<file path="src/rtl/spam_pkg.sv">
// shared types and codes for the sparse polynomial add and multiply block
package spam_pkg;

  localparam int OP_BITS    = 3;
  localparam int ACC_BITS   = 40;
  localparam int POUT_BITS  = 9;
  localparam int EMIT_BITS  = 7;
  localparam int EMIT_LIMIT = 64;

  typedef enum logic [OP_BITS-1:0] {
    OP_LOAD_A  = 3'd0,
    OP_LOAD_B  = 3'd1,
    OP_SUM     = 3'd2,
    OP_PRODUCT = 3'd3,
    OP_CLEAR   = 3'd4
  } opcode_t;

  typedef enum logic [2:0] {
    S_IDLE,
    S_LSCAN,
    S_LSHIFT,
    S_LINS,
    S_SUM,
    S_PMUL,
    S_PACC,
    S_PEND
  } state_t;

endpackage

</file>
<file path="src/rtl/sparse_polynomial_add_multiply.sv">
// sparse polynomial add and multiply: term tables, merge and product unit
//
// channel  ports                                   handshake
// in       in_opcode in_coeff_in in_power_in       start high while busy low
// out      out_coeff_out out_power_out out_term_valid out_last_item out_status
//                                                  out_valid, one cycle per beat
//
// load: search for the power (merge if found), else shift one table entry a cycle, then insert
// sum: one beat a cycle, one per merged term
// product: each pass over all pairs runs a multiply then an accumulate step per pair,
//   then an end step; one pass finds the top power and one more per emitted term
// reset clears the state, the counts and out_valid only; table entries are undefined until written
// the receiver cannot stall, so every beat is taken in its own cycle
module sparse_polynomial_add_multiply import spam_pkg::*; #(
  parameter int MAX_TERMS  = 8,
  parameter int COEFF_BITS = 16,
  parameter int POWER_BITS = 8
) (
  input  logic                 clk,
  input  logic                 rst_n,
  input  logic                 start,
  output logic                 busy,
  input  logic [OP_BITS-1:0]   in_opcode,
  input  logic signed [15:0]   in_coeff_in,
  input  logic [7:0]           in_power_in,
  output logic                 out_valid,
  output logic signed [ACC_BITS-1:0] out_coeff_out,
  output logic [POUT_BITS-1:0] out_power_out,
  output logic                 out_term_valid,
  output logic                 out_last_item,
  output logic                 out_status
);

  localparam int IW = (MAX_TERMS > 1) ? $clog2(MAX_TERMS) : 1;
  localparam int CW = $clog2(MAX_TERMS + 1);
  localparam int CB = COEFF_BITS;
  localparam int PB = POWER_BITS;
  localparam int PW = POWER_BITS + 1;
  localparam longint CHI = (64'sd1 <<< (CB - 1)) - 64'sd1;
  localparam longint CLO = -CHI - 64'sd1;
  localparam longint AHI = (64'sd1 <<< (ACC_BITS - 1)) - 64'sd1;
  localparam longint ALO = -AHI - 64'sd1;

  logic signed [CB-1:0] a_c_r [MAX_TERMS];
  logic [PB-1:0]        a_p_r [MAX_TERMS];
  logic signed [CB-1:0] b_c_r [MAX_TERMS];
  logic [PB-1:0]        b_p_r [MAX_TERMS];
  logic [CW-1:0]        acnt_r, acnt_nxt, bcnt_r, bcnt_nxt;

  state_t               state_r, state_nxt;
  logic                 sel_r, sel_nxt;
  logic signed [CB-1:0] lc_r, lc_nxt;
  logic [PB-1:0]        lp_r, lp_nxt;
  logic [CW-1:0]        i_r, i_nxt, j_r, j_nxt, sh_r, sh_nxt;

  logic signed [ACC_BITS-1:0] mul_r, mul_nxt, acc_r, acc_nxt;
  logic [PW-1:0]        pp_r, pp_nxt, tgt_r, tgt_nxt, nx_r, nx_nxt;
  logic                 first_r, first_nxt, hit_r, hit_nxt, nf_r, nf_nxt;
  logic [EMIT_BITS-1:0] ecnt_r, ecnt_nxt;

  logic                 ov_r, ov_nxt, otv_r, otv_nxt, olast_r, olast_nxt;
  logic                 ost_r, ost_nxt;
  logic signed [ACC_BITS-1:0] oc_r, oc_nxt;
  logic [POUT_BITS-1:0] op_r, op_nxt;

  logic                 wr_en, sh_en;
  logic [IW-1:0]        wr_idx, ra_idx, rb_idx;
  logic signed [CB-1:0] wr_c;
  logic [PB-1:0]        wr_p;

  logic signed [CB-1:0] ra_c, rb_c, rs_c;
  logic [PB-1:0]        ra_p, rb_p, rs_p;
  logic [CW-1:0]        scnt, shm1;
  logic signed [2*CB-1:0] prod;
  longint               c_ext, merge_ext, prod_ext, accsum;
  logic [23:0]          pin_ext;
  logic [31:0]          tgt_ext, spow_ext;
  logic signed [ACC_BITS-1:0] sum_c;
  logic [PB-1:0]        sum_p;
  logic                 take_a, take_b, i_end, j_end;

  assign shm1   = sh_r - CW'(1);
  assign ra_idx = (state_r == S_LSHIFT) ? shm1[IW-1:0] : i_r[IW-1:0];
  assign rb_idx = (state_r == S_LSHIFT) ? shm1[IW-1:0] :
                  (state_r == S_LSCAN)  ? i_r[IW-1:0] : j_r[IW-1:0];
  assign ra_c   = a_c_r[ra_idx];
  assign ra_p   = a_p_r[ra_idx];
  assign rb_c   = b_c_r[rb_idx];
  assign rb_p   = b_p_r[rb_idx];
  assign rs_c   = sel_r ? rb_c : ra_c;
  assign rs_p   = sel_r ? rb_p : ra_p;
  assign scnt   = sel_r ? bcnt_r : acnt_r;
  assign prod   = ra_c * rb_c;
  assign busy   = (state_r != S_IDLE);

  always_comb begin
    state_nxt = state_r;
    acnt_nxt  = acnt_r;
    bcnt_nxt  = bcnt_r;
    sel_nxt   = sel_r;
    lc_nxt    = lc_r;
    lp_nxt    = lp_r;
    i_nxt     = i_r;
    j_nxt     = j_r;
    sh_nxt    = sh_r;
    mul_nxt   = mul_r;
    pp_nxt    = pp_r;
    acc_nxt   = acc_r;
    tgt_nxt   = tgt_r;
    nx_nxt    = nx_r;
    first_nxt = first_r;
    hit_nxt   = hit_r;
    nf_nxt    = nf_r;
    ecnt_nxt  = ecnt_r;
    ov_nxt    = 1'b0;
    otv_nxt   = 1'b0;
    olast_nxt = 1'b1;
    ost_nxt   = 1'b0;
    oc_nxt    = '0;
    op_nxt    = '0;
    wr_en     = 1'b0;
    sh_en     = 1'b0;
    wr_idx    = i_r[IW-1:0];
    wr_c      = lc_r;
    wr_p      = lp_r;
    pin_ext   = {16'd0, in_power_in};
    c_ext     = 64'(in_coeff_in);
    merge_ext = 64'(rs_c) + 64'(lc_r);
    prod_ext  = 64'(prod);
    accsum    = 64'(acc_r) + 64'(mul_r);
    tgt_ext   = 32'(tgt_r);
    i_end     = (i_r >= acnt_r);
    j_end     = (j_r >= bcnt_r);
    take_a    = 1'b0;
    take_b    = 1'b0;
    sum_c     = '0;
    sum_p     = '0;
    spow_ext  = '0;
    unique case (state_r)
      S_IDLE: begin
        if (start) begin
          i_nxt     = '0;
          j_nxt     = '0;
          first_nxt = 1'b1;
          hit_nxt   = 1'b0;
          nf_nxt    = 1'b0;
          ecnt_nxt  = '0;
          sel_nxt   = (in_opcode == OP_LOAD_B);
          lp_nxt    = pin_ext[PB-1:0];
          if (c_ext > CHI)      lc_nxt = CB'(CHI);
          else if (c_ext < CLO) lc_nxt = CB'(CLO);
          else                  lc_nxt = CB'(c_ext);
          priority if ((in_opcode == OP_LOAD_A || in_opcode == OP_LOAD_B) &&
                       in_coeff_in != 16'sd0) begin
            state_nxt = S_LSCAN;
          end else if (in_opcode == OP_SUM && (acnt_r != '0 || bcnt_r != '0)) begin
            state_nxt = S_SUM;
          end else if (in_opcode == OP_PRODUCT && acnt_r != '0 && bcnt_r != '0) begin
            state_nxt = S_PMUL;
          end else begin
            if (in_opcode == OP_CLEAR) begin
              acnt_nxt = '0;
              bcnt_nxt = '0;
            end
            ov_nxt = 1'b1;
          end
        end
      end
      S_LSCAN: begin
        priority if (i_r < scnt && rs_p > lp_r) begin
          i_nxt = i_r + CW'(1);
        end else if (i_r < scnt && rs_p == lp_r) begin
          wr_en = 1'b1;
          if (merge_ext > CHI)      wr_c = CB'(CHI);
          else if (merge_ext < CLO) wr_c = CB'(CLO);
          else                      wr_c = CB'(merge_ext);
          wr_p      = rs_p;
          ov_nxt    = 1'b1;
          state_nxt = S_IDLE;
        end else if (32'(scnt) >= 32'(MAX_TERMS)) begin
          ov_nxt    = 1'b1;
          ost_nxt   = 1'b1;
          state_nxt = S_IDLE;
        end else if (scnt == i_r) begin
          state_nxt = S_LINS;
        end else begin
          sh_nxt    = scnt;
          state_nxt = S_LSHIFT;
        end
      end
      S_LSHIFT: begin
        sh_en  = 1'b1;
        wr_idx = sh_r[IW-1:0];
        wr_c   = rs_c;
        wr_p   = rs_p;
        sh_nxt = shm1;
        if (shm1 == i_r) state_nxt = S_LINS;
      end
      S_LINS: begin
        wr_en = 1'b1;
        if (sel_r) bcnt_nxt = bcnt_r + CW'(1);
        else       acnt_nxt = acnt_r + CW'(1);
        ov_nxt    = 1'b1;
        state_nxt = S_IDLE;
      end
      S_SUM: begin
        priority if (!i_end && !j_end && ra_p == rb_p) begin
          take_a = 1'b1;
          take_b = 1'b1;
        end else if (j_end || (!i_end && ra_p > rb_p)) begin
          take_a = 1'b1;
        end else begin
          take_b = 1'b1;
        end
        sum_c = (take_a ? ACC_BITS'(ra_c) : '0) + (take_b ? ACC_BITS'(rb_c) : '0);
        sum_p = take_a ? ra_p : rb_p;
        spow_ext = 32'(sum_p);
        if (take_a) i_nxt = i_r + CW'(1);
        if (take_b) j_nxt = j_r + CW'(1);
        ov_nxt    = 1'b1;
        otv_nxt   = 1'b1;
        oc_nxt    = sum_c;
        op_nxt    = spow_ext[POUT_BITS-1:0];
        olast_nxt = (i_nxt >= acnt_r) && (j_nxt >= bcnt_r);
        if (olast_nxt) state_nxt = S_IDLE;
      end
      S_PMUL: begin
        if (prod_ext > AHI)      mul_nxt = ACC_BITS'(AHI);
        else if (prod_ext < ALO) mul_nxt = ACC_BITS'(ALO);
        else                     mul_nxt = ACC_BITS'(prod_ext);
        pp_nxt    = PW'(ra_p) + PW'(rb_p);
        state_nxt = S_PACC;
      end
      S_PACC: begin
        if (!first_r && pp_r == tgt_r) begin
          hit_nxt = 1'b1;
          if (!hit_r)             acc_nxt = mul_r;
          else if (accsum > AHI)  acc_nxt = ACC_BITS'(AHI);
          else if (accsum < ALO)  acc_nxt = ACC_BITS'(ALO);
          else                    acc_nxt = ACC_BITS'(accsum);
        end else if ((first_r || pp_r < tgt_r) && (!nf_r || pp_r > nx_r)) begin
          nx_nxt = pp_r;
          nf_nxt = 1'b1;
        end
        state_nxt = S_PMUL;
        if (j_r + CW'(1) >= bcnt_r) begin
          j_nxt = '0;
          if (i_r + CW'(1) >= acnt_r) begin
            i_nxt     = '0;
            state_nxt = S_PEND;
          end else begin
            i_nxt = i_r + CW'(1);
          end
        end else begin
          j_nxt = j_r + CW'(1);
        end
      end
      S_PEND: begin
        tgt_nxt   = nx_r;
        first_nxt = 1'b0;
        hit_nxt   = 1'b0;
        nf_nxt    = 1'b0;
        state_nxt = S_PMUL;
        if (!first_r) begin
          ov_nxt    = 1'b1;
          otv_nxt   = 1'b1;
          oc_nxt    = acc_r;
          op_nxt    = tgt_ext[POUT_BITS-1:0];
          olast_nxt = !nf_r || (ecnt_r == EMIT_BITS'(EMIT_LIMIT - 1));
          ecnt_nxt  = ecnt_r + EMIT_BITS'(1);
          if (olast_nxt) state_nxt = S_IDLE;
        end
      end
      default: state_nxt = S_IDLE;
    endcase
  end

  always_ff @(posedge clk) begin
    if (!rst_n) begin
      state_r <= S_IDLE;
      acnt_r  <= '0;
      bcnt_r  <= '0;
      ov_r    <= 1'b0;
    end else begin
      state_r <= state_nxt;
      acnt_r  <= acnt_nxt;
      bcnt_r  <= bcnt_nxt;
      ov_r    <= ov_nxt;
    end
  end

  always_ff @(posedge clk) begin
    sel_r   <= sel_nxt;
    lc_r    <= lc_nxt;
    lp_r    <= lp_nxt;
    i_r     <= i_nxt;
    j_r     <= j_nxt;
    sh_r    <= sh_nxt;
    mul_r   <= mul_nxt;
    pp_r    <= pp_nxt;
    acc_r   <= acc_nxt;
    tgt_r   <= tgt_nxt;
    nx_r    <= nx_nxt;
    first_r <= first_nxt;
    hit_r   <= hit_nxt;
    nf_r    <= nf_nxt;
    ecnt_r  <= ecnt_nxt;
    otv_r   <= otv_nxt;
    olast_r <= olast_nxt;
    ost_r   <= ost_nxt;
    oc_r    <= oc_nxt;
    op_r    <= op_nxt;
    if (wr_en || sh_en) begin
      if (sel_r) begin
        b_c_r[wr_idx] <= wr_c;
        b_p_r[wr_idx] <= wr_p;
      end else begin
        a_c_r[wr_idx] <= wr_c;
        a_p_r[wr_idx] <= wr_p;
      end
    end
  end

  assign out_valid      = ov_r;
  assign out_term_valid = otv_r;
  assign out_last_item  = olast_r;
  assign out_status     = ost_r;
  assign out_coeff_out  = oc_r;
  assign out_power_out  = op_r;

  a_term_ok: assert property (@(posedge clk) disable iff (!rst_n)
    out_valid && out_term_valid |-> !out_status)
    else $error("term beat carries drop status");
  a_ack_last: assert property (@(posedge clk) disable iff (!rst_n)
    out_valid && !out_term_valid |-> out_last_item)
    else $error("acknowledge beat not marked last");
  a_last_idle: assert property (@(posedge clk) disable iff (!rst_n)
    out_valid && out_last_item |-> state_r == S_IDLE)
    else $error("busy after last beat");
  a_cnt_range: assert property (@(posedge clk) disable iff (!rst_n)
    32'(acnt_r) <= 32'(MAX_TERMS) && 32'(bcnt_r) <= 32'(MAX_TERMS))
    else $error("table count beyond capacity");

endmodule
</file>
<file path="config.mk">
export PLATFORM = sky130hd
export DESIGN_NAME = sparse_polynomial_add_multiply
export DESIGN_NICKNAME = d
export VERILOG_FILES = /design/src/rtl/spam_pkg.sv /design/src/rtl/sparse_polynomial_add_multiply.sv
export SDC_FILE = /design/constraint.sdc
export NUM_CORES = 2
export LEC_CHECK = 0
export BUFFER_PORTS_ARGS = -buffer_cell sky130_fd_sc_hd__buf_2
export CAP_MARGIN = 5
export CORE_MARGIN = 3
export CORE_UTILIZATION = 45
export CTS_CLUSTER_DIAMETER = 60
export DETAILED_ROUTE_END_ITERATION = 7
export HOLD_SLACK_MARGIN = 0.03
export PLACE_DENSITY = 0.61
export RECOVER_POWER = 100
export SKIP_CTS_REPAIR_TIMING = 1
export SYNTH_ARGS = -nofsm -noshare
export SYNTH_HDL_FRONTEND = slang
export SYNTH_SLANG_ARGS = --single-unit
</file>
<file path="constraint.sdc">
create_clock -name clk -period 11.1 [get_ports clk]
set_input_delay 1.11 -clock clk [delete_from_list [all_inputs] [get_ports clk]]
set_output_delay 1.11 -clock clk [all_outputs]
set_load 0.03 [all_outputs]
</file>
== After elaboration in Yosys (flattened, before gate mapping) ==
Memory sizes are Yosys's and may differ from the RTL's.
Index checks and enable logic that the tools add are counted.
Word-level totals
  input bits: 30
  register bits: 218
  memories kept: 4
  output and inout bits: 54
  RAM bits: 384
  word-level logic and storage cells: 254
Memories
  a_c_r: words 8, width 16, rd ports 1, clocked after Yosys merged registers in 0, wr ports 1, line sparse_polynomial_add_multiply.sv:44  | logic signed [CB-1:0] a_c_r [MAX_TERMS];
  b_c_r: words 8, width 16, rd ports 1, clocked after Yosys merged registers in 0, wr ports 1, line sparse_polynomial_add_multiply.sv:46  | logic signed [CB-1:0] b_c_r [MAX_TERMS];
  a_p_r: words 8, width 8, rd ports 1, clocked after Yosys merged registers in 0, wr ports 1, line sparse_polynomial_add_multiply.sv:45  | logic [PB-1:0] a_p_r [MAX_TERMS];
  b_p_r: words 8, width 8, rd ports 1, clocked after Yosys merged registers in 0, wr ports 1, line sparse_polynomial_add_multiply.sv:47  | logic [PB-1:0] b_p_r [MAX_TERMS];
Operators by class
  magnitude comparators: 20
  reductions and logical operators: 50
  equal/unequal tests: 37
  add/subtract/negate cells: 10
  bitwise logic cells: 2
  multiply operators: 1
  mux-type cells: 106
Operators by type and width (count)
  2-to-1 mux 40 bit: 7
  2-to-1 mux 16 bit: 6
  2-to-1 mux 4 bit: 21
  one-hot mux 40 bit (2 select lines): 1
  adder 40 x 40 -> 41 bit: 1
  > comparator 41 x 40 -> 1 bit, second input constant: 1
  < comparator 41 x 40 -> 1 bit, second input constant: 1
  adder 40 bit: 1
  > comparator 32 x 40 -> 1 bit, second input constant: 1
  < comparator 32 x 40 -> 1 bit, second input constant: 1
  2-to-1 mux 3 bit: 13
  inequality test 2 bit, second input constant: 17
  multiplier 16 x 16 -> 32 bit: 1
  2-to-1 mux 8 bit: 4
  one-hot mux 16 bit (2 select lines): 1
  2-to-1 mux 1 bit: 30
  >= comparator 4 bit: 6
  one-hot mux 3 bit (8 select lines): 1
  one-hot mux 4 bit (2 select lines): 3
  one-hot mux 9 bit (2 select lines): 1
  adder 16 x 16 -> 17 bit: 1
  > comparator 17 x 16 -> 1 bit, second input constant: 1
  < comparator 17 x 16 -> 1 bit, second input constant: 1
  adder 4 x 1 -> 4 bit, second input constant: 4
  45 further kinds: 101

== Depth between registers and ports, before layout ==
An unclocked memory read counts as a cell.
  depth in word-level cells: 16
  depth in mapped cells: 34
  mapped depth without buffers: 31

== Worst setup path after synthesis ==
No wires, ideal clock.
  path type: register to register
  start: reg sh_r[0]
  end: reg mul_r[30], data pin
  stages on the path, launching flop included: 32
  buffers on the path: 3
  setup time: 0.266 ns
  path slack: 2.830 ns
  data arrival time: 8.005 ns
  required time: 10.834 ns
  clock period less this slack: 8.270 ns
  cell sequence: edfxtp_1 > inv_1 > ha_1 > xnor2_1 > and3_1 > o21bai_1 > buf_2 > buf_2 > buf_2 > mux2i_1 > nor2_1 > fa_1 > inv_1 > fa_1 > inv_1 > fa_1 > fa_1 > fa_1 > inv_1 > fa_1 > inv_1 > ha_1 > a21o_1 > a21o_1 > a21o_1 > a21o_1 > a21o_1 > or3_1 > o211ai_1 > nor2_1 > nor4b_1 > nor3_1
Between the ends
  longest elaborated chain between the ends: 6
RTL lines
  start, declared: line sparse_polynomial_add_multiply.sv:54  | logic [CW-1:0] i_r, i_nxt, j_r, j_nxt, sh_r, sh_nxt;
  start signal, assigned: line sparse_polynomial_add_multiply.sv:298  | sh_r <= sh_nxt;
  subtractor 4 x 1 -> 4 bit *: line sparse_polynomial_add_multiply.sv:82  | assign shm1 = sh_r - CW'(1);
  2-to-1 mux 3 bit, on equally long branches: line sparse_polynomial_add_multiply.sv:83, sparse_polynomial_add_multiply.sv:84
  memory read (8 x 16 bit), on equally long branches
  multiplier 16 x 16 -> 32 bit *: line sparse_polynomial_add_multiply.sv:93  | assign prod = ra_c * rb_c;
  < comparator 32 x 40 -> 1 bit: line sparse_polynomial_add_multiply.sv:229  | else if (prod_ext < ALO) mul_nxt = ACC_BITS'(ALO);
  2-to-1 mux 40 bit: line sparse_polynomial_add_multiply.sv:229
  end signal, assigned: line sparse_polynomial_add_multiply.sv:299  | mul_r <= mul_nxt;
  end, declared: line sparse_polynomial_add_multiply.sv:56  | logic signed [ACC_BITS-1:0] mul_r, mul_nxt, acc_r, acc_nxt;
Every way passes the cells marked *; elsewhere a longest branch is shown, timed or not.
A chain may end at the register's enable or synchronous reset.

== Final worst setup path ==
  start: reg state_r[0]
  end: reg oc_r[15] (netlist: out_coeff_out[15])
Between the ends
  longest elaborated chain between the ends: 13
RTL lines
  start, declared: line sparse_polynomial_add_multiply.sv:50  | state_t state_r, state_nxt;
  start signal, assigned: line sparse_polynomial_add_multiply.sv:285  | state_r <= state_nxt;
  equality test 3 x 1 -> 1 bit: line sparse_polynomial_add_multiply.sv:85  | (state_r == S_LSCAN) ? i_r[IW-1:0] : j_r[IW-1:0];
  2-to-1 mux 3 bit: line sparse_polynomial_add_multiply.sv:85
  2-to-1 mux 3 bit: line sparse_polynomial_add_multiply.sv:84  | assign rb_idx = (state_r == S_LSHIFT) ? shm1[IW-1:0] :
  memory read (8 x 8 bit)
  > comparator 8 bit: line sparse_polynomial_add_multiply.sv:210  | end else if (j_end || (!i_end && ra_p > rb_p)) begin
  logical AND 1 bit: line sparse_polynomial_add_multiply.sv:210
  logical OR 1 bit: line sparse_polynomial_add_multiply.sv:210
  2-to-1 mux 1 bit: line sparse_polynomial_add_multiply.sv:210
  2-to-1 mux 1 bit: line sparse_polynomial_add_multiply.sv:207  | priority if (!i_end && !j_end && ra_p == rb_p) begin
  2-to-1 mux 1 bit: line sparse_polynomial_add_multiply.sv:139  | unique case (state_r)
  2-to-1 mux 40 bit: line sparse_polynomial_add_multiply.sv:215  | sum_c = (take_a ? ACC_BITS'(ra_c) : '0) + (take_b ? ACC_BITS'(rb_c) : '0);
  adder 40 bit: line sparse_polynomial_add_multiply.sv:215
  one-hot mux 40 bit (2 select lines) *: line sparse_polynomial_add_multiply.sv:139
  net oc_nxt[15]: line sparse_polynomial_add_multiply.sv:63  | logic signed [ACC_BITS-1:0] oc_r, oc_nxt;
  end signal, assigned: line sparse_polynomial_add_multiply.sv:311  | oc_r <= oc_nxt;
  end, declared: line sparse_polynomial_add_multiply.sv:63
Mark *: on every way through the listed nets, which the timed path passes. The rest lies on a longest branch. The select of a mux whose other input is x is not followed.

==> reports/qor.txt <==
Total GRT Usage: 22.06%
Top cell type's share of synthesized area: 40.37%
Hold Path Class: register to register
Net Count, Synth: 3994
RSZ-0062 raised after global routing: false
Cell type with the highest aggregate area in the netlist: edfxtp_1
Fmax: 0.09773 GHz
Area Growth Syn to Fin: 9.921%
# setup viols final: 0
Gr ovfl total: 0
Initial DRC count: 2057
# IOs: 84
Total of max-cap violations: 18
Adder-cell share of the synthesized area: 20.98%
Largest net degree at the start of global routing: 93
Critical path's top delay family: compound AO/OA/AOI/OAI gates
Post-synth EDFFs: 531
Routed Antenna Nets: 0
Vias in the first global route: 26410
Synthesized area: 39500 µm²
Final HPWL DP: 71.40 mm
Synth Instances: 3464
Final Hold Vio Count: 0
Fin Setup TNS: 0 ns
TritonCTS clock tree: built
Final wirelength: 99.21 mm
Critical path class: register to register
Die W: 302.3 µm
Tmin final: 10.23 ns
Initial Util: 45.46%
Gpl congestion: 0.9005
Crit-path max FO: 22
Layout cell share with drive strength beyond 1: 8.809%
Final worst slack: 0.8680 ns
Unique masters post-synth: 86
Largest stage delay, worst path: 0.91 ns
Core area: 86890 µm²
Routed WL per cell: 20.82 µm
Synth warn: 0
Clock buffer count from CTS: 69
Startpoint Class: register
Tightest Pin Transition: 2.665 ns
Root Buffer: clkbuf_16
Via-to-Cell Ratio: 5.463
Initial antenna violation count: 0
CTS Buffer Depth: 3
Mux share of post-synthesis cell area: 7.086%
Pins over their slew limit: 461
CP bufs+invs: 4
Most frequent cells in the layout: 531 x edfxtp_1, 459 x inv_1, 306 x nor2_1
Uppermost layer routed: met4
Worst-Skew Late Latency: 0.64 ns
Crit path DAT: 10.72 ns
DRT Pass-1 Iters: 6
Port-buffer cells: 83
Met3 WL: 6.706 mm
Met1 WL: 44.55 mm
Avg Inst Size Synth: 11.40 µm²
Status: finished, violations left
Asr flop ratio synth: 0%
Share of the yosys chip area belonging to registers: 43.61%
Site Rows: 108
Post-synthesis xor/xnor area fraction: 2.772%
Diodes inserted: 0
Period utilization: 92.18%
Seq cells post-synth: 595
Failing checks: max-capacitance violations, max-slew violations
Die Height: 302.3 µm
Synth area leaders: edfxtp_1 40%, fa_1 14%, ha_1 7.3%, inv_1 4.4%, dfxtp_1 3.2%
Commonest non-fill, non-tap cell in the layout: edfxtp_1
Worst slack at placement: 1.289 ns
Final Skew: 0.05147 ns
Die area: 91370 µm²
First-pass GRT wire length: 154.5 mm
CTS Sinks: 595
Synth Area in Compound Gates: 10.17%
Vias after detailed routing: 26030
Worst Path Required: 11.59 ns
Met2 wire len: 45.13 mm
CP endpoint kind: register
NumNets Final: 4084
Clock-pin slew on the worst setup and hold paths: 0.06 ns
DRC viols: 0
Slowest-stage cell, CP: clkbuf_1
Synth Area in Simple Gates: 9.278%
H-tree Lvls: 3
Relative slew slack: -77.66%
Largest family of logic cells by synthesized area: adder cells
Top_reg_cell synth: edfxtp_1
## final cells by class
type                       count  area, µm²
timing repair buffer         162      800.8
sequential                   595      17230
clock buffer                  82       1815
fill                        7739      43470
multi-input combinational   2264      19940
inverter                     462       1734
tap                         1155       1445
clock inverter                45      451.7
## synth_stat cells (13+ instances only)
| cell | count |
|---|---|
| nor3_1 | 29 |
| a31oi_1 | 13 |
| inv_1 | 459 |
| xor2_1 | 39 |
| clkbuf_1 | 77 |
| nor2_1 | 317 |
| dfxtp_1 | 64 |
| nand3_1 | 29 |
| mux4_2 | 48 |
| a211oi_1 | 37 |
| fa_1 | 268 |
| mux2_2 | 58 |
| mux2i_1 | 95 |
| a22o_1 | 16 |
| nor2b_1 | 44 |
| a21oi_2 | 13 |
| a21oi_1 | 158 |
| nand4_1 | 19 |
| o22ai_1 | 41 |
| o21bai_1 | 18 |
| and3_1 | 18 |
| a22oi_1 | 14 |
| buf_2 | 37 |
| nand2b_1 | 43 |
| xnor2_1 | 86 |
| ha_1 | 232 |
| a21o_1 | 68 |
| o211ai_1 | 16 |
| edfxtp_1 | 531 |
| o21a_1 | 29 |
| o21ai_0 | 117 |
| nand2_1 | 240 |
| and2_1 | 23 |
## through the flow
| step | instances | utilization (%) | cell area (µm²) | hold slack, ns |
|---|---|---|---|---|
| final | 4765 | 49.97 | 43420 | 0.4461 |
| after floorplan | 3464 | - | 39500 | 0.4264 |
| after CTS | 4765 | 50.27 | 43680 | 0.4495 |
| after detailed placement | 4638 | 47.66 | 41410 | 0.4387 |
| after global routing | 4765 | 49.97 | 43420 | 0.4583 |
| after global placement | 4638 | 47.66 | 41410 | 0.4304 |
## sequential cells by signal, indices dropped and copies added (netlist names), 7 cells and up
| register | count |
|---|---|
| a_c_r | 128 |
| b_c_r | 128 |
| a_p_r | 64 |
| b_p_r | 64 |
| acc_r | 40 |
| out_coeff_out | 40 |
| mul_r | 33 |
| lc_r | 16 |
| nx_r | 9 |
| out_power_out | 9 |
| pp_r | 9 |
| tgt_r | 9 |
| lp_r | 8 |
| ecnt_r | 7 |
## worst register-to-register path, delay by kind of cell, from the launching register on
family | cells | cell delay [ns]
fa+ha+maj | 3 | 1.12
mux | 2 | 1.01
flops | 1 | 0.81
simple gates | 4 | 1.02
buf+inv | 4 | 2.17
compound gates | 15 | 3.98
## path summary, 6_finish.rpt
check	startpoint	to	slack (ns)	cells past startpoint
max	state_r[0]$_SDFFE_PN0P_	out_coeff_out[15]$_DFF_P_	0.87	28
min reg2reg	nx_r[4]$_DFFE_PP_	tgt_r[4]$_DFFE_PP_	0.45	0
max reg2reg	state_r[0]$_SDFFE_PN0P_	out_coeff_out[15]$_DFF_P_	0.87	28
min	nx_r[4]$_DFFE_PP_	tgt_r[4]$_DFFE_PP_	0.45	0
## per-layer routing
layer | up-vias | GRT usage [%]
met3 | 161 | 3.754
met5 | - | 0
met2 | 780 | 35.09
li1 | 12200 | -
met4 | 0 | 7.164
met1 | 12890 | 30.92
## cells by family (layout without fill, tap and decap cells)
family | Yosys count | count (layout)
AND/OR/NAND/NOR | 810 | 810
XOR/XNOR | 125 | 125
buffers and inverters | 605 | 751
AO/OA/AOI/OAI | 618 | 618
multiplexers | 209 | 209
adder cells (fa/ha/maj) | 502 | 502
flip-flops | 595 | 595
Power is left out: the tool's default activity adds up to more than one toggle a clock period on the data nets, which glitch-free logic cannot reach.
